[src/rtl/tarp_pkg.sv]
// ----------------------------------------------------------------------------
// tarp_pkg: shared types and constants of the texture rect atlas packer
// Beat layouts of both channels, status and begin codes, and the write port
// format of the layout-index seen table.
// ----------------------------------------------------------------------------
package tarp_pkg;

  // Defaults for the top-level parameters
  localparam int MAX_RECTS_DEF    = 8;
  localparam int ATLAS_WIDTH_DEF  = 128;
  localparam int ATLAS_HEIGHT_DEF = 64;

  // Layout index space: 9-bit index, one seen mark per index
  localparam int INDEX_SLOTS = 512;
  localparam int IDX_W       = $clog2(INDEX_SLOTS);

  // Seen marks are epoch tags; epoch zero is never current
  localparam int EPOCH_W = 8;

  // Rect key: page[4:0], min u, min v, width
  localparam int KEY_W = 30;

  // Begin codes
  localparam logic [1:0] BEGIN_CONT   = 2'd0;
  localparam logic [1:0] BEGIN_HEADER = 2'd1;

  typedef enum logic [1:0] {
    ST_REMAP = 2'd0,
    ST_SKIP  = 2'd1,
    ST_FAIL  = 2'd2
  } status_e;

  typedef struct packed {
    logic [1:0]  begin_req;
    logic [31:0] command_word;
    logic [7:0]  corner_u0;
    logic [7:0]  corner_u1;
    logic [7:0]  corner_u2;
    logic [7:0]  corner_u3;
    logic [7:0]  corner_v0;
    logic [7:0]  corner_v1;
    logic [7:0]  corner_v2;
    logic [7:0]  corner_v3;
    logic [15:0] page_word;
    logic [15:0] palette_word;
  } in_beat_t;

  typedef struct packed {
    status_e     status;
    logic [7:0]  new_u0;
    logic [7:0]  new_u1;
    logic [7:0]  new_u2;
    logic [7:0]  new_u3;
    logic [7:0]  new_v0;
    logic [7:0]  new_v1;
    logic [7:0]  new_v2;
    logic [7:0]  new_v3;
    logic [15:0] new_page_word;
    logic        best_face;
    logic [3:0]  rects_used;
  } out_beat_t;

  // Seen table write from the pack core
  typedef struct packed {
    logic             en;
    logic [IDX_W-1:0] addr;
  } seen_wr_t;

endpackage

[src/rtl/tarp_seen_mem.sv]
// ----------------------------------------------------------------------------
// tarp_seen_mem: layout-index seen table
// One epoch tag per layout index in a memory. A mark counts as seen when its
// tag equals the current epoch; a header or harvest start bumps the epoch.
// A clearing sweep runs after reset and before the epoch would wrap.
// ----------------------------------------------------------------------------
module tarp_seen_mem (
  input  logic                       clk_i,
  input  logic                       rst_ni,
  input  logic                       in_valid_i,
  input  logic                       clear_i,
  input  logic [tarp_pkg::IDX_W-1:0] addr_i,
  input  logic                       acc_i,
  input  logic                       drained_i,
  input  tarp_pkg::seen_wr_t         wr_i,
  output logic                       ready_o,
  output logic                       busy_o,
  output logic                       seen_o
);

  localparam int EW = tarp_pkg::EPOCH_W;
  localparam int AW = tarp_pkg::IDX_W;

  typedef enum logic {
    SM_CLEAR,
    SM_RUN
  } sm_e;

  sm_e           state_q;
  logic [AW-1:0] ptr_q;
  logic [EW-1:0] epoch_q;
  logic          fwd_q;
  logic [EW-1:0] fwd_ep_q;
  logic [EW-1:0] rd_q;
  logic [EW-1:0] mem [tarp_pkg::INDEX_SLOTS];

  logic          wrap_hold;
  logic          mem_we;
  logic [AW-1:0] mem_wa;
  logic [EW-1:0] mem_wd;
  logic          fwd;

  // a clear at the top epoch must wait for a sweep
  assign wrap_hold = in_valid_i && clear_i && (epoch_q == {EW{1'b1}});
  assign ready_o   = (state_q == SM_RUN) && !wrap_hold;
  assign busy_o    = (state_q == SM_CLEAR);

  always_comb begin
    if (state_q == SM_CLEAR) begin
      mem_we = 1'b1;
      mem_wa = ptr_q;
      mem_wd = '0;
    end else begin
      mem_we = wr_i.en;
      mem_wa = wr_i.addr;
      mem_wd = epoch_q;
    end
  end

  assign fwd    = wr_i.en && (wr_i.addr == addr_i);
  assign seen_o = (fwd_q ? fwd_ep_q : rd_q) == epoch_q;

  always_ff @(posedge clk_i) begin
    if (mem_we) begin
      mem[mem_wa] <= mem_wd;
    end
    if (acc_i) begin
      rd_q     <= mem[addr_i];
      fwd_ep_q <= epoch_q;
    end
  end

  always_ff @(posedge clk_i or negedge rst_ni) begin
    if (!rst_ni) begin
      state_q <= SM_CLEAR;
      ptr_q   <= '0;
      epoch_q <= EW'(1);
      fwd_q   <= 1'b0;
    end else begin
      case (state_q)
        SM_CLEAR: begin
          ptr_q <= ptr_q + AW'(1);
          if (ptr_q == {AW{1'b1}}) begin
            state_q <= SM_RUN;
            epoch_q <= EW'(1);
          end
        end
        SM_RUN: begin
          if (wrap_hold && drained_i) begin
            state_q <= SM_CLEAR;
            ptr_q   <= '0;
          end else if (acc_i) begin
            fwd_q <= fwd;
            if (clear_i) begin
              epoch_q <= epoch_q + EW'(1);
            end
          end
        end
        default: begin
          state_q <= SM_CLEAR;
          ptr_q   <= '0;
        end
      endcase
    end
  end

endmodule

[config.mk]
export PLATFORM = sky130hd
export DESIGN_NAME = tarp_seen_mem
export DESIGN_NICKNAME = d
export VERILOG_FILES = /design/src/rtl/tarp_pkg.sv /design/src/rtl/tarp_seen_mem.sv
export SDC_FILE = /design/constraint.sdc
export NUM_CORES = 2
export LEC_CHECK = 0
export BUFFER_PORTS_ARGS = -buffer_cell sky130_fd_sc_hd__buf_2
export CAP_MARGIN = 20
export CORE_ASPECT_RATIO = 0.5
export CORE_MARGIN = 5
export CORE_UTILIZATION = 40
export DETAILED_ROUTE_END_ITERATION = 8
export HOLD_SLACK_MARGIN = 0.15
export PLACE_DENSITY = 0.54
export SYNTH_ARGS = -nofsm -noshare
export SYNTH_HDL_FRONTEND = slang
export SYNTH_SLANG_ARGS = --single-unit
[constraint.sdc]
create_clock -name clk_i -period 21.7 [get_ports clk_i]
set_input_delay 2.17 -clock clk_i [delete_from_list [all_inputs] [get_ports clk_i]]
set_output_delay 2.17 -clock clk_i [all_outputs]
set_load 0.02 [all_outputs]
## Word level (Yosys, flattened, before mapping)

Memories as Yosys holds them, arrays and structs flattened. A register that Yosys moved wholly into a read port is not among the register bits.
Cells that the tools add are included.

| storage, ports and cells | value |
|---|---|
| flip-flop bits (word level) | 27 |
| RAM bits | 4096 |
| bits of input ports | 25 |
| word-level logic and storage cells | 43 |
| memories | 1 |

| cells by class | value |
|---|---|
| add/subtract/negate cells | 2 |
| equality and inequality tests | 9 |
| muxes and demuxes | 16 |
| bitwise logic cells | 2 |
| reduce and logical (&&, ||, !) cells | 8 |

Memories:

| memory | depth | bits a word | read ports | clocked after Yosys merged registers in | wr ports | RTL line | source |
|---|---|---|---|---|---|---|---|
| mem | 512 | 8 | 1 | 1 | 1 | tarp_seen_mem.sv:35 | `logic [EW-1:0] mem [tarp_pkg::INDEX_SLOTS];` |

Operator list:

| operator | number |
|---|---|
| $mux 8 | 6 |
| $mux 9 | 2 |
| $pmux 9 s2 | 1 |
| $pmux 8 s2 | 1 |
| $add 9x1->9 const B | 1 |
| $eq 9x9->1 | 1 |
| $eq 9x9->1 const B | 1 |
| $add 8x1->8 const B | 1 |
| $eq 8x8->1 | 1 |
| $eq 8x8->1 const B | 1 |
| $ne 2x2->1 const B | 3 |
| $logic_and 1x1->1 | 5 |
| $mux 1 | 5 |
| $ne 2x1->1 const B | 2 |
| $reduce_and 4->1 | 1 |
| $reduce_and 3->1 | 1 |
| $not 1->1 | 2 |
| $pmux 1 s2 | 1 |
| $logic_not 1->1 | 1 |

## Logic depth before layout (Yosys ltp)

| depth | value |
|---|---|
| depth in word-level cells | 5 |
| mapped depth | 14 |
| gate-level depth less buffers | 10 |

## Worst setup path before layout

OpenSTA, ideal clock, no wires.

| timing path | value |
|---|---|
| path type | reg-to-reg |
| from | register state_q |
| to | memory mem[0][6] (netlist name) (data pin) |
| setup time | 1544 ps |
| arrival | 7625 ps |
| path slack | 12531 ps |
| cell stages (with the launch flop) | 5 |
| period minus slack after synthesis | 9169 ps |
| cell sequence | dfrtp_1 -> clkbuf_1 -> clkbuf_1 -> clkbuf_1 -> and2_1 |

| on the way | value |
|---|---|
| cells in the longest elaborated chain, start to end | 1 |

Ends and longest elaborated chain:

| what | RTL line | source |
|---|---|---|
| start: declaration | tarp_seen_mem.sv:29 | `sm_e state_q;` |
| start signal: assignment | tarp_seen_mem.sv:75 | `state_q <= SM_CLEAR;` |
| start signal: assignment | tarp_seen_mem.sv:84 | `state_q <= SM_RUN;` |
| start signal: assignment | tarp_seen_mem.sv:90 | `state_q <= SM_CLEAR;` |
| $mux 8 | tarp_seen_mem.sv:49 | `if (state_q == SM_CLEAR) begin` |
| named net mem_wd[6] | tarp_seen_mem.sv:40 | `logic [EW-1:0] mem_wd;` |
| end: declaration | tarp_seen_mem.sv:35 |  |

The timed path passes the listed nets, and every way through them passes these cells.

==> results.py <==
metrics = {
    "setup_path": {
        "worstPathArrival_ns": 8.38,
        "crit_fanout": 88,
        "crit_cells": 12,
        "cp_slowest_cell": "a2111oi_0",
        "endpoint_kind": "register",
        "criticalPathCategory": "in2reg",
        "cp_top_family": "buffers and inverters",
        "path_buf_inv": 5,
        "timing.critical_path.mode_cell": "buf_4",
        "cp-start-kind": "input pin",
        "max_stage_delay_ns": 0.96,
        "ff2ff_path_depth": 5,
        "crit_required_ns": 22.36,
        "path_cells": "buf_12 > buf_4 > buf_12 > buf_4 > buf_4 > mux2i_1 > o221ai_1 > a2111oi_0 > nor4_1 > nand4_1 > nand4_1 > and3_1",
    },
    "drt": {
        "drc": 0,
        "num_vias": 82600,
        "routed_via_density": 5.86,
        "ant_nets": 0,
        "firstDrtPassIters": 6,
        "drt_wl_total_um": 452000,
        "drt_iter0_markers": 9838,
        "post_drt_wl_per_cell_um": 32.1,
    },
    "grt": {
        "grt_overflow_total": 0,
        "grt_max_degree": 211,
        "grt_antenna_before_repair": 31,
        "grt_use_total_pct": 20.8,
        "grt_first_pass_wirelength_um": 640000,
        "grt_pass1_vias": 82300,
    },
    "sta": {
        "fmax_mhz": 129,
        "fin_crit_sh_pct": 35.6,
        "setup_viol": 0,
        "setup_ws_ns": 13.98,
        "fin_crit_ns": 7.72,
        "holdWs_ns": 0.566,
        "finalSetupTns_ns": 0,
        "worst_slew_pin_slew_ns": 1.25,
        "hold_viol": 0,
        "finClkSkew_ns": 0.0315,
        "final_max_slew_viol_count": 0,
        "relSlewSlack_pct": 16.9,
        "rsz0062_at_grt": "false",
    },
    "logic_synthesis": {
        "synth_area_sq_um": 164000,
        "ys_top_cells_by_count": "4,112 x edfxtp_1, 642 x mux2i_1, 625 x nor2_1",
        "synth_top_area_share_pct": 75.2,
        "synth_edf_count": 4112,
        "syn-num-nets": 8270,
        "synth_area_leader_cell": "edfxtp_1",
        "async_flop_share_pct": 0.460,
        "yosys-top-cells-area": "edfxtp_1 75%, mux4_2 8.2%, mux2i_1 3.9%",
        "synth_area_per_cell_sq_um": 19.9,
        "yosysMostFrequentCell": "edfxtp_1",
        "ys.flop_type": "edfxtp_1",
        "synth_cell_types": 92,
        "synth_warnings": 0,
        "yosysSeqAreaShare_pct": 75.5,
        "synthCells": 8242,
        "ys_ff_latch": 4131,
    },
    "clock_network": {
        "clock_latency_ns": 0.93,
        "cts_resized": 0,
        "cts_sinks": 4131,
        "clockRootBuffer": "clkbuf_16",
        "post_cts_buffers": 0,
        "clk_pin_slew_worst_paths_ns": 0.07,
        "htreeDepth": 5,
        "clock_path_buffers": 4,
        "cts_made_buffers": 381,
        "holdBufCountCts": 0,
        "cts_tree": "built",
    },
    "cells_and_area": {
        "drive_gt1_share_pct": 17.1,
        "layout.nets": 8344,
        "syn_to_final_growth_pct": 10.3,
        "layout.cells.non_filler": 14100,
        "final_util_pct": 44.3,
    },
    "die": {
        "top_level_ports": 28,
        "die_h_um": 463,
        "initial_core_util_pct": 40.1,
        "core_sq_um": 409000,
        "row_count": 166,
        "dieArea_sq_um": 424000,
        "dieWidth_um": 916,
    },
    "placement": {
        "dp_hpwl_um": 268000,
        "dp.cells": 13400,
        "dpl_worst_slack_ns": 13.10,
        "portBuffers": 27,
        "gp_congestion": 0.820,
    },
    "power_and_ir_drop": {
        "powerDensity_nw_per_um2": 86.9,
        "ir_drop_uv": 55.2,
        "leakagePower_nw": 62.3,
    },
    "job": {
        "cap_violations": 0,
    },
    "min_path": {
        "whs_path_depth": 1,
        "holdCritPathClass": "reg2reg",
    },
    "run_status": {
        "outcome": "finished, final reports clean",
    },
}
power by group:
part | internal, mW | switching [mW] | total, mW
logic | 0.148 | 0.322 | 0.470
clock network | 3.67 | 2.96 | 6.63
registers | 8.64 | 0.00227 | 8.64
cell families (layout without fill, tap and decap cells):
group | after synthesis | after routing | share of synthesized area (%)
buf+inv | 541 | 913 | 2.47
xor+xnor | 30 | 30 | 0.160
flops | 4131 | 4131 | 75.5
mux | 1412 | 1412 | 14.5
other cells | 0 | 9 | 0
simple gates | 1242 | 1242 | 3.40
fa+ha+maj | 3 | 3 | 0.0229
compound gates | 883 | 883 | 3.92
layer usage:
layer,vias to the layer above,routed length [um],GRT usage (%)
li1,34400,-,-
met4,6,13800,5.84
met3,674,31900,3.60
met5,-,45,0
met1,44400,196000,30.4
met2,3059,210000,32.5
metrics by stage:
step / area [sq um] / power, mW
after floorplan: 164000 / 9.13
after detailed placement: 169000 / 9.28
after global placement: 169000 / 9.28
after global routing: 181000 / 16.2
after CTS: 181000 / 15.8
final: 181000 / 15.7
registers in the layout, indices dropped and copies added (netlist names):
signal	cells
epoch_q	8
fwd_ep_q	8
fwd_q	1
mem	4096
ptr_q	9
rd_q	8
state_q	1
path summary, 6_finish.rpt:
| path | start | to | slack [ns] |
|---|---|---|---|
| hold / removal | ptr_q[8] | ptr_q[8] | 0.57 |
| min in group asynchronous | rst_ni | ptr_q[3] | 1.21 |
| hold reg to reg | ptr_q[8] | ptr_q[8] | 0.57 |
| setup reg to reg | state_q | mem[417][5] | 17.07 |
| max in group asynchronous | rst_ni | epoch_q[0] | 20.13 |
| setup / recovery | addr_i[0] | rd_q[1] | 13.98 |
cells in the final DEF, fill, tap and decap left out, types with 42 or more instances in the layout:
master	instances
o22ai_1	162
nand4_1	42
clkbuf_16	388
o221ai_1	232
nor4_1	50
clkinv_2	70
mux4_1	130
nand3_1	52
o21ai_0	93
nand2_1	214
a21oi_1	129
edfxtp_1	4112
buf_4	169
mux4_2	601
clkinv_1	100
mux2i_1	642
nor2_1	623
nor3_1	99
clkbuf_1	66
cell type report:
class	instances	area (sq um)
flip-flops and latches	4131	124000
diodes	9	22.5
multi-input cells	3570	36400
well taps	5460	6830
clock inverters	227	1960
inverters	13	61.3
repair buffers	219	1860
fillers	34700	228000
clock buffers	454	9960
Note: power is estimated with default switching activity, not from simulation.
