## config.mk

```make
export PLATFORM = sky130hd
export DESIGN_NAME = tarp_pack_core
export DESIGN_NICKNAME = d
export VERILOG_FILES = /design/src/rtl/tarp_pkg.sv /design/src/rtl/tarp_pack_core.sv
export SDC_FILE = /design/constraint.sdc
export NUM_CORES = 2
export LEC_CHECK = 0
export BUFFER_PORTS_ARGS = -buffer_cell sky130_fd_sc_hd__buf_2
export CAP_MARGIN = 20
export CORE_AREA = 2 2 351 179
export DETAILED_ROUTE_END_ITERATION = 8
export DIE_AREA = 0 0 353 181
export GPL_TIMING_DRIVEN = 1
export PLACE_DENSITY = 0.79
export SYNTH_ARGS = -nofsm -noshare
export SYNTH_HDL_FRONTEND = slang
export SYNTH_SLANG_ARGS = --single-unit
export TNS_END_PERCENT = 10
```

## constraint.sdc

```tcl
create_clock -name clk_i -period 29.4 [get_ports clk_i]
set_clock_uncertainty 0.2 [all_clocks]
set_input_delay 2.94 -clock clk_i [delete_from_list [all_inputs] [get_ports clk_i]]
set_output_delay 2.94 -clock clk_i [all_outputs]
set_load 0.1 [all_outputs]
```

## src/rtl/tarp_pkg.sv

```systemverilog
// ----------------------------------------------------------------------------
// tarp_pkg: shared types and constants of the texture rect atlas packer
// Beat layouts of both channels, status and begin codes, and the write port
// format of the layout-index seen table.
// ----------------------------------------------------------------------------
package tarp_pkg;

  // Defaults for the top-level parameters
  localparam int MAX_RECTS_DEF    = 8;
  localparam int ATLAS_WIDTH_DEF  = 128;
  localparam int ATLAS_HEIGHT_DEF = 64;

  // Layout index space: 9-bit index, one seen mark per index
  localparam int INDEX_SLOTS = 512;
  localparam int IDX_W       = $clog2(INDEX_SLOTS);

  // Seen marks are epoch tags; epoch zero is never current
  localparam int EPOCH_W = 8;

  // Rect key: page[4:0], min u, min v, width
  localparam int KEY_W = 30;

  // Begin codes
  localparam logic [1:0] BEGIN_CONT   = 2'd0;
  localparam logic [1:0] BEGIN_HEADER = 2'd1;

  typedef enum logic [1:0] {
    ST_REMAP = 2'd0,
    ST_SKIP  = 2'd1,
    ST_FAIL  = 2'd2
  } status_e;

  typedef struct packed {
    logic [1:0]  begin_req;
    logic [31:0] command_word;
    logic [7:0]  corner_u0;
    logic [7:0]  corner_u1;
    logic [7:0]  corner_u2;
    logic [7:0]  corner_u3;
    logic [7:0]  corner_v0;
    logic [7:0]  corner_v1;
    logic [7:0]  corner_v2;
    logic [7:0]  corner_v3;
    logic [15:0] page_word;
    logic [15:0] palette_word;
  } in_beat_t;

  typedef struct packed {
    status_e     status;
    logic [7:0]  new_u0;
    logic [7:0]  new_u1;
    logic [7:0]  new_u2;
    logic [7:0]  new_u3;
    logic [7:0]  new_v0;
    logic [7:0]  new_v1;
    logic [7:0]  new_v2;
    logic [7:0]  new_v3;
    logic [15:0] new_page_word;
    logic        best_face;
    logic [3:0]  rects_used;
  } out_beat_t;

  // Seen table write from the pack core
  typedef struct packed {
    logic             en;
    logic [IDX_W-1:0] addr;
  } seen_wr_t;

endpackage

```

## src/rtl/tarp_pack_core.sv

```systemverilog
// ----------------------------------------------------------------------------
// tarp_pack_core: bounding rect, dedupe and shelf packing
// Works one registered command per fire: forms the corner bounding rect,
// matches it against the rect table, shelf-packs new rects and remaps the
// corners. Holds the rect table and all packing state.
// ----------------------------------------------------------------------------
module tarp_pack_core #(
  parameter int MaxRects    = tarp_pkg::MAX_RECTS_DEF,
  parameter int AtlasWidth  = tarp_pkg::ATLAS_WIDTH_DEF,
  parameter int AtlasHeight = tarp_pkg::ATLAS_HEIGHT_DEF
) (
  input  logic                clk_i,
  input  logic                rst_ni,
  input  logic                fire_i,
  input  tarp_pkg::in_beat_t  item_i,
  input  logic                seen_i,
  input  logic [15:0]         sideload_mask_i,
  output tarp_pkg::out_beat_t result_o,
  output tarp_pkg::seen_wr_t  seen_wr_o
);

  localparam int CntW  = $clog2(MaxRects + 1);
  localparam int SlotW = (MaxRects > 1) ? $clog2(MaxRects) : 1;
  localparam int CalcW = 11;

  typedef struct packed {
    logic [8:0] h;
    logic [7:0] y;
    logic [7:0] x;
  } place_t;

  logic [tarp_pkg::KEY_W-1:0] keys_q [MaxRects];
  place_t                     places_q [MaxRects];

  logic [CntW-1:0] cnt_q, cnt_d, cnt_cur;
  logic [8:0]      sx_q, sx_d, sx_cur;
  logic [9:0]      sy_q, sy_d, sy_cur;
  logic [8:0]      sh_q, sh_d, sh_cur;
  logic [16:0]     best_q, best_d, best_cur;
  logic            failed_q, failed_d, failed_cur;

  logic                       harvest;
  logic [7:0]                 us [4];
  logic [7:0]                 vs [4];
  logic [7:0]                 min_u, max_u, min_v, max_v;
  logic [8:0]                 w, h;
  logic [tarp_pkg::KEY_W-1:0] key;
  logic [tarp_pkg::IDX_W-1:0] idx;
  logic                       skip;
  logic                       found;
  logic [SlotW-1:0]           slot;
  logic                       full;
  logic                       adv;
  logic [8:0]                 nx;
  logic [9:0]                 ny;
  logic [8:0]                 nh;
  logic                       fit_fail;
  logic                       tbl_we;
  logic                       remap;
  place_t                     new_place;
  place_t                     sel_place;
  logic [17:0]                area;

  function automatic logic [3:0] sat_used(input logic [CntW-1:0] c);
    logic [7:0] ce;
    ce = 8'(c);
    return (ce > 8'd15) ? 4'd15 : ce[3:0];
  endfunction

  assign harvest = (item_i.begin_req != tarp_pkg::BEGIN_CONT) &&
                   (item_i.begin_req != tarp_pkg::BEGIN_HEADER);

  assign us[0] = item_i.corner_u0;
  assign us[1] = item_i.corner_u1;
  assign us[2] = item_i.corner_u2;
  assign us[3] = item_i.corner_u3;
  assign vs[0] = item_i.corner_v0;
  assign vs[1] = item_i.corner_v1;
  assign vs[2] = item_i.corner_v2;
  assign vs[3] = item_i.corner_v3;

  // state as seen by this command, after any harvest clear
  assign cnt_cur    = harvest ? '0 : cnt_q;
  assign sx_cur     = harvest ? '0 : sx_q;
  assign sy_cur     = harvest ? '0 : sy_q;
  assign sh_cur     = harvest ? '0 : sh_q;
  assign best_cur   = harvest ? '0 : best_q;
  assign failed_cur = harvest ? 1'b0 : failed_q;

  always_comb begin
    min_u = us[0];
    max_u = us[0];
    min_v = vs[0];
    max_v = vs[0];
    for (int j = 1; j < 4; j++) begin
      if (us[j] < min_u) min_u = us[j];
      if (us[j] > max_u) max_u = us[j];
      if (vs[j] < min_v) min_v = vs[j];
      if (vs[j] > max_v) max_v = vs[j];
    end
  end

  assign w   = {1'b0, max_u} - {1'b0, min_u} + 9'd1;
  assign h   = {1'b0, max_v} - {1'b0, min_v} + 9'd1;
  assign key = {w, min_v, min_u, item_i.page_word[4:0]};
  assign idx = item_i.command_word[tarp_pkg::IDX_W-1:0];

  assign skip = (item_i.command_word[31:16] == 16'd0) ||
                (idx == '0) || seen_i;

  // parallel match over the filled entries
  always_comb begin
    found = 1'b0;
    slot  = '0;
    for (int k = 0; k < MaxRects; k++) begin
      if (!found && (CntW'(k) < cnt_cur) && (keys_q[k] == key)) begin
        found = 1'b1;
        slot  = SlotW'(k);
      end
    end
  end

  assign full = cnt_cur >= CntW'(MaxRects);

  // close the shelf when the rect does not fit its remainder
  assign adv = (CalcW'(sx_cur) + CalcW'(w)) > CalcW'(AtlasWidth);
  assign nx  = adv ? '0 : sx_cur;
  assign ny  = adv ? (sy_cur + 10'(sh_cur)) : sy_cur;
  assign nh  = adv ? '0 : sh_cur;

  assign fit_fail = (CalcW'(w) > CalcW'(AtlasWidth)) ||
                    ((CalcW'(ny) + CalcW'(h)) > CalcW'(AtlasHeight));

  assign new_place = '{h: h, y: ny[7:0], x: nx[7:0]};
  assign sel_place = found ? places_q[slot] : new_place;
  assign area      = 18'(w) * 18'(sel_place.h);

  always_comb begin
    cnt_d    = cnt_cur;
    sx_d     = sx_cur;
    sy_d     = sy_cur;
    sh_d     = sh_cur;
    best_d   = best_cur;
    failed_d = failed_cur;
    tbl_we   = 1'b0;
    remap    = 1'b0;

    seen_wr_o.en   = 1'b0;
    seen_wr_o.addr = idx;

    result_o            = '0;
    result_o.status     = tarp_pkg::ST_SKIP;
    result_o.rects_used = sat_used(cnt_cur);

    if (failed_cur) begin
      result_o.status = tarp_pkg::ST_FAIL;
    end else if (!skip) begin
      seen_wr_o.en = fire_i;
      if (found) begin
        remap = 1'b1;
      end else if (full) begin
        failed_d        = 1'b1;
        result_o.status = tarp_pkg::ST_FAIL;
      end else begin
        sx_d = nx;
        sy_d = ny;
        sh_d = nh;
        if (fit_fail) begin
          failed_d        = 1'b1;
          result_o.status = tarp_pkg::ST_FAIL;
        end else begin
          tbl_we = 1'b1;
          remap  = 1'b1;
          sx_d   = nx + w;
          sh_d   = (h > nh) ? h : nh;
          cnt_d  = cnt_cur + CntW'(1);
        end
      end
    end

    if (remap) begin
      result_o.status        = tarp_pkg::ST_REMAP;
      result_o.new_u0        = sel_place.x + us[0] - min_u;
      result_o.new_u1        = sel_place.x + us[1] - min_u;
      result_o.new_u2        = sel_place.x + us[2] - min_u;
      result_o.new_u3        = sel_place.x + us[3] - min_u;
      result_o.new_v0        = sel_place.y + vs[0] - min_v;
      result_o.new_v1        = sel_place.y + vs[1] - min_v;
      result_o.new_v2        = sel_place.y + vs[2] - min_v;
      result_o.new_v3        = sel_place.y + vs[3] - min_v;
      result_o.new_page_word = item_i.page_word | sideload_mask_i;
      result_o.rects_used    = sat_used(cnt_d);
      if ((w == sel_place.h) && (area > {1'b0, best_cur})) begin
        best_d             = area[16:0];
        result_o.best_face = 1'b1;
      end
    end
  end

  // append a new rect at the fill point
  always_ff @(posedge clk_i) begin
    if (fire_i && tbl_we) begin
      keys_q[cnt_cur[SlotW-1:0]]   <= key;
      places_q[cnt_cur[SlotW-1:0]] <= new_place;
    end
  end

  always_ff @(posedge clk_i or negedge rst_ni) begin
    if (!rst_ni) begin
      cnt_q    <= '0;
      sx_q     <= '0;
      sy_q     <= '0;
      sh_q     <= '0;
      best_q   <= '0;
      failed_q <= 1'b0;
    end else if (fire_i) begin
      cnt_q    <= cnt_d;
      sx_q     <= sx_d;
      sy_q     <= sy_d;
      sh_q     <= sh_d;
      best_q   <= best_d;
      failed_q <= failed_d;
    end
  end

endmodule

```

# Word-level counts from Yosys, hierarchy flattened
# Memory sizes are Yosys's and may differ from the RTL's.
# Cells that the tools add are included.
[totals]
ff_bits = 50
n_memories = 2
output_inout_bits = 97
in_bits = 150
mem_bits_rw = 440
[mem_list]
columns = ["memory", "depth", "width", "rd", "rd_ports_with_merged_regs", "wr", "line_no", "source"]
rows = [
  ["keys_q", 8, 30, 8, 0, 1, "tarp_pack_core.sv:32", "logic [tarp_pkg::KEY_W-1:0] keys_q [MaxRects];"],
  ["places_q", 8, 25, 1, 0, 1, "tarp_pack_core.sv:33", "place_t places_q [MaxRects];"],
]
[op_classes]
n_mux = 83
n_lt_le_gt_ge = 26
n_bitwise = 1
n_eq_ne = 10
mul = 1
addsub = 25
n_reduce_logical = 31
[op_table]
columns = ["operator", "count"]
rows = [
  ["== test 30 bit", 8],
  ["two-way mux 9 bit", 15],
  ["two-way mux 8 bit", 12],
  ["two-way mux 87 bit", 1],
  ["adder 8 bit", 8],
  ["subtractor 8 bit", 8],
  ["two-way mux 10 bit", 6],
  ["two-way mux 17 bit", 3],
  ["> comparator 8 bit", 6],
  ["less-than comparator 8 bit", 6],
  ["two-way mux 1 bit", 28],
  ["two-way mux 25 bit", 1],
  ["two-way mux 4 bit", 6],
  ["adder 9 x 1 -> 9 bit (second input constant)", 2],
  ["> comparator 18 x 17 -> 1 bit", 1],
  ["logical AND 1 bit", 18],
  ["multiplier 9 x 9 -> 18 bit", 1],
  ["two-way mux 3 bit", 6],
  ["subtractor 8 x 8 -> 9 bit", 2],
  ["zero test 16 bit", 1],
  ["less-than comparator 3 x 4 -> 1 bit (first input constant)", 4],
  ["bitwise OR 16 bit", 1],
  ["adder 10 x 9 -> 11 bit", 1],
  ["> comparator 11 x 7 -> 1 bit (second input constant)", 1],
  ["17 further kinds", 31],
]

# Logic depth before layout (Yosys ltp)
# An unclocked memory read counts as a cell.
[depth]
depth_word = 46
ltp_mapped = 81

# Worst setup path after synthesis
# Ideal clock, no wire load.
[synth_path]
path_kind = "input port to output port"
startpoint = "input port item_i[89] (netlist bit)"
endpoint = "output port result_o[4] (netlist bit)"
t_required_ps = 26260
stages = 71
arrival_time_ps = 19590
n_path_buf = 3
slack_ps = 6670
cell_sequence = "inv_1 -> ha_1 -> nand2b_1 -> a21oi_1 -> o21a_1 -> nor2_2 -> a21oi_1 -> mux2_2 -> ha_1 -> inv_1 -> o21ai_0 -> o21ai_0 -> a21o_1 -> a21oi_1 -> o21ai_0 -> o31a_1 -> clkbuf_1 -> mux2_2 -> [35 not listed] -> inv_1 -> nor2_1 -> nor2_1 -> o21bai_1 -> a21oi_1 -> o21bai_1 -> a21oi_1 -> o21bai_1 -> a21oi_1 -> o21bai_1 -> a21oi_1 -> xnor2_1 -> ha_1 -> nand4_1 -> nor4_1 -> a41oi_1 -> a21oi_1 -> nor3_1"
[synth_lines]
columns = ["element", "line_no", "source"]
rows = [
  ["start: declaration", "tarp_pack_core.sv:15", "input tarp_pkg::in_beat_t item_i,"],
  ["end: declaration", "tarp_pack_core.sv:18", "output tarp_pkg::out_beat_t result_o,"],
]

==> results.py <==
metrics = {
    "floorplanning": {
        "die_w_um": 353,
        "pin_count": 247,
        "core-area_um2": 60700,
        "die_h_um": 181,
        "die_area_um2": 63900,
        "core.rowCount": 64,
        "start_util_pct": 59.5,
    },
    "routing": {
        "drc_errors": 0,
        "ant_nets": 0,
        "first_pass_iters": 6,
        "drtIter0Drc": 3140,
        "wl_um": 107000,
        "wl_per_cell_um": 24.1,
        "vias": 27800,
        "vias_per_cell": 6.27,
    },
    "global_route": {
        "met1_usage_pct": 46.9,
        "overflow": 0,
        "grt_antenna_before_repair": 2,
        "use_met3_pct": 5.90,
        "grt_use_total_pct": 33.1,
        "busiest_layer": "met2",
        "grt_max_degree": 67,
        "grt_pass1_vias": 27500,
        "grt_util_met2_pct": 52.2,
        "grt_pass1_wl_um": 162000,
    },
    "final_layout": {
        "regArea_um2": 14500,
        "layout_common_cells": "edfxtp_1, ha_1, inv_1",
        "stdcell_area_um2": 39600,
        "drive_gt1_share_pct": 13.4,
        "final_core_util_pct": 65.3,
        "final_common_cell": "edfxtp_1",
        "nets": 4108,
        "fillers": 4706,
        "syn_to_final_growth_pct": 9.72,
        "multi_input_area_um2": 20200,
        "n_antenna_cell": 0,
    },
    "timing": {
        "worst_pin_slew_ns": 1.13,
        "rsz0062_at_grt": "no",
        "tns_ns": 0,
        "hold_violations": 0,
        "period_share_pct": 85.9,
        "period_minus_slack_ns": 25.26,
        "max_clock_freq_ghz": 0.0396,
        "setup_violations": 0,
        "slew_headroom_pct": 23.9,
        "slew_viol_final": 0,
        "setup_ws_ns": 4.14,
    },
    "min_path": {
        "hp-class": "register to register",
        "hold_start": "sy_q[1]",
        "min_path_cells": 2,
        "min_delay_worst_endpoint": "sy_q[1]",
    },
    "clocking": {
        "cts_resized": 0,
        "post-cts-setup-buffers": 0,
        "clkLatencyLatePin_ns": 0.58,
        "clk_root_buffer_cell": "clkbuf_16",
        "cts_max_path_buffers": 3,
        "ctsHoldBuffers": 0,
        "path_clk_slew_ns": 0.07,
        "cts_tree": "built",
        "cts.sinks": 490,
        "numCtsBuffers": 44,
        "h-tree-depth": 2,
    },
    "logic_synthesis": {
        "synth_edf_count": 440,
        "netlist_area_um2": 36100,
        "ys_warn_count": 0,
        "synth-seq-cells": 490,
        "yosysTopAreaCellShare_pct": 36.6,
        "async_flop_share_pct": 10.2,
        "syn_area_per_cell_um2": 10.8,
        "seq_area_frac_synth_pct": 40.0,
        "yosys.area.top_type": "edfxtp_1",
        "synth_ff_type": "edfxtp_1",
        "syn-num-nets": 3890,
        "ys_types": 115,
        "synthTopCellsByArea": "edfxtp_1, ha_1, fa_1",
        "synthCells": 3355,
    },
    "worst_setup_path": {
        "r2r_start": "cnt_q[1]",
        "cp-end-kind": "output pin",
        "cp.required_ns": 26.26,
        "r2r-end": "best_q[8]",
        "crit_slowest_cell": "nor4_1",
        "worstPathArrival_ns": 22.12,
        "crit_path_max_fanout": 42,
        "max_stage_delay_ns": 0.97,
        "ff2ff_setup_slack_ns": 16.26,
        "critical_path_class": "input port to output pin",
        "r2r_cells": 45,
        "worstSetupStartpointType": "input port",
    },
    "place": {
        "dp_hpwl_um": 78400,
        "detailedPlace.worstSlack_ns": 4.58,
        "io_buffers": 222,
        "place_congestion": 0.962,
        "dpl_cell_area_um2": 38300,
    },
    "outcome": {
        "status": "finished clean",
    },
    "flow_run": {
        "drv_cap": 0,
    },
}
[sequential cells by signal (all words and copies together), names as in the netlist]
register  flops
keys_q      240
places_q    200
best_q       17
sy_q         10
sh_q          9
sx_q          9
cnt_q         4
failed_q      1
[cells in the mapped netlist, types with 9 or more instances]
cell type,n
inv_1,257
buf_4,24
o21bai_1,33
o21a_1,15
o21ai_1,9
clkbuf_1,71
o211ai_1,13
nand2_1,185
or4_1,15
a21o_1,84
xnor2_1,256
nand2b_1,48
and3_1,40
dfrtp_1,50
nand3_1,69
xor2_1,140
a22o_1,22
nor3_1,51
a211oi_1,21
edfxtp_1,440
a21oi_1,186
nor2b_1,59
nor4b_1,9
buf_2,18
or3_1,14
o2111ai_1,10
nand4_1,53
a31oi_1,16
nor2_1,184
o21ai_0,95
o22ai_1,13
mux2_2,45
and2_1,52
ha_1,273
fa_1,112
mux2i_1,110
a22oi_1,13
nor4_1,58
[critical path, delay by kind of cell]
kind | cells | cell delay (ns)
fa+ha+maj | 13 | 4.91
simple gates | 16 | 4.69
compound gates | 21 | 4.15
buf+inv | 11 | 2.65
mux | 5 | 2.25
xor+xnor | 2 | 0.39
[through the flow]
stage	instances	hold WS, ns
global placement	4351	0.261
floorplan	3355	0.242
finish	4431	0.287
CTS	4430	0.284
detailed placement	4351	0.267
global route	4431	0.307
[cell type report]
class	instances	share of cell area [%]
Sequential cell	490	36.5
Tap cell	825	2.60
Clock buffer	60	3.04
Multi-Input combinational cell	2483	50.9
Timing Repair Buffer	293	4.17
Clock inverter	19	0.372
Inverter	261	2.47
[logic make-up (layout without fill, tap and decap cells)]
kind of cell             after synthesis  count (layout)  synth area share (%)
AO/OA/AOI/OAI                        623             623                  11.7
buffers and inverters                382             633                  4.40
XOR/XNOR                             400             400                  9.81
flip-flops                           490             490                  40.0
AND/OR/NAND/NOR                      905             905                  13.4
adder cells (fa/ha/maj)              386             386                  15.7
multiplexers                         169             169                  5.01
[layer usage]
metal / vias up / wire [µm]
met5: - / 11
li1: 12500 / -
met1: 13600 / 44300
met3: 215 / 11600
met2: 1434 / 47500
met4: 2 / 3320
[how the worst max path moves through the flow]
stage / slack, ns / startpoint / cells past startpoint / end
floorplan: 6.67 / item_i[89] / 71 / result_o[4]
global route: 3.18 / item_i[95] / 72 / result_o[4]
finish: 4.14 / item_i[95] / 68 / result_o[4]
CTS: 4.51 / item_i[95] / 68 / result_o[4]
global placement: 4.85 / item_i[95] / 70 / result_o[4]
detailed placement: 4.58 / item_i[95] / 68 / result_o[4]
Power is not shown: default switching activity piles up to over one toggle a cycle in this logic, so the estimate is an artifact.
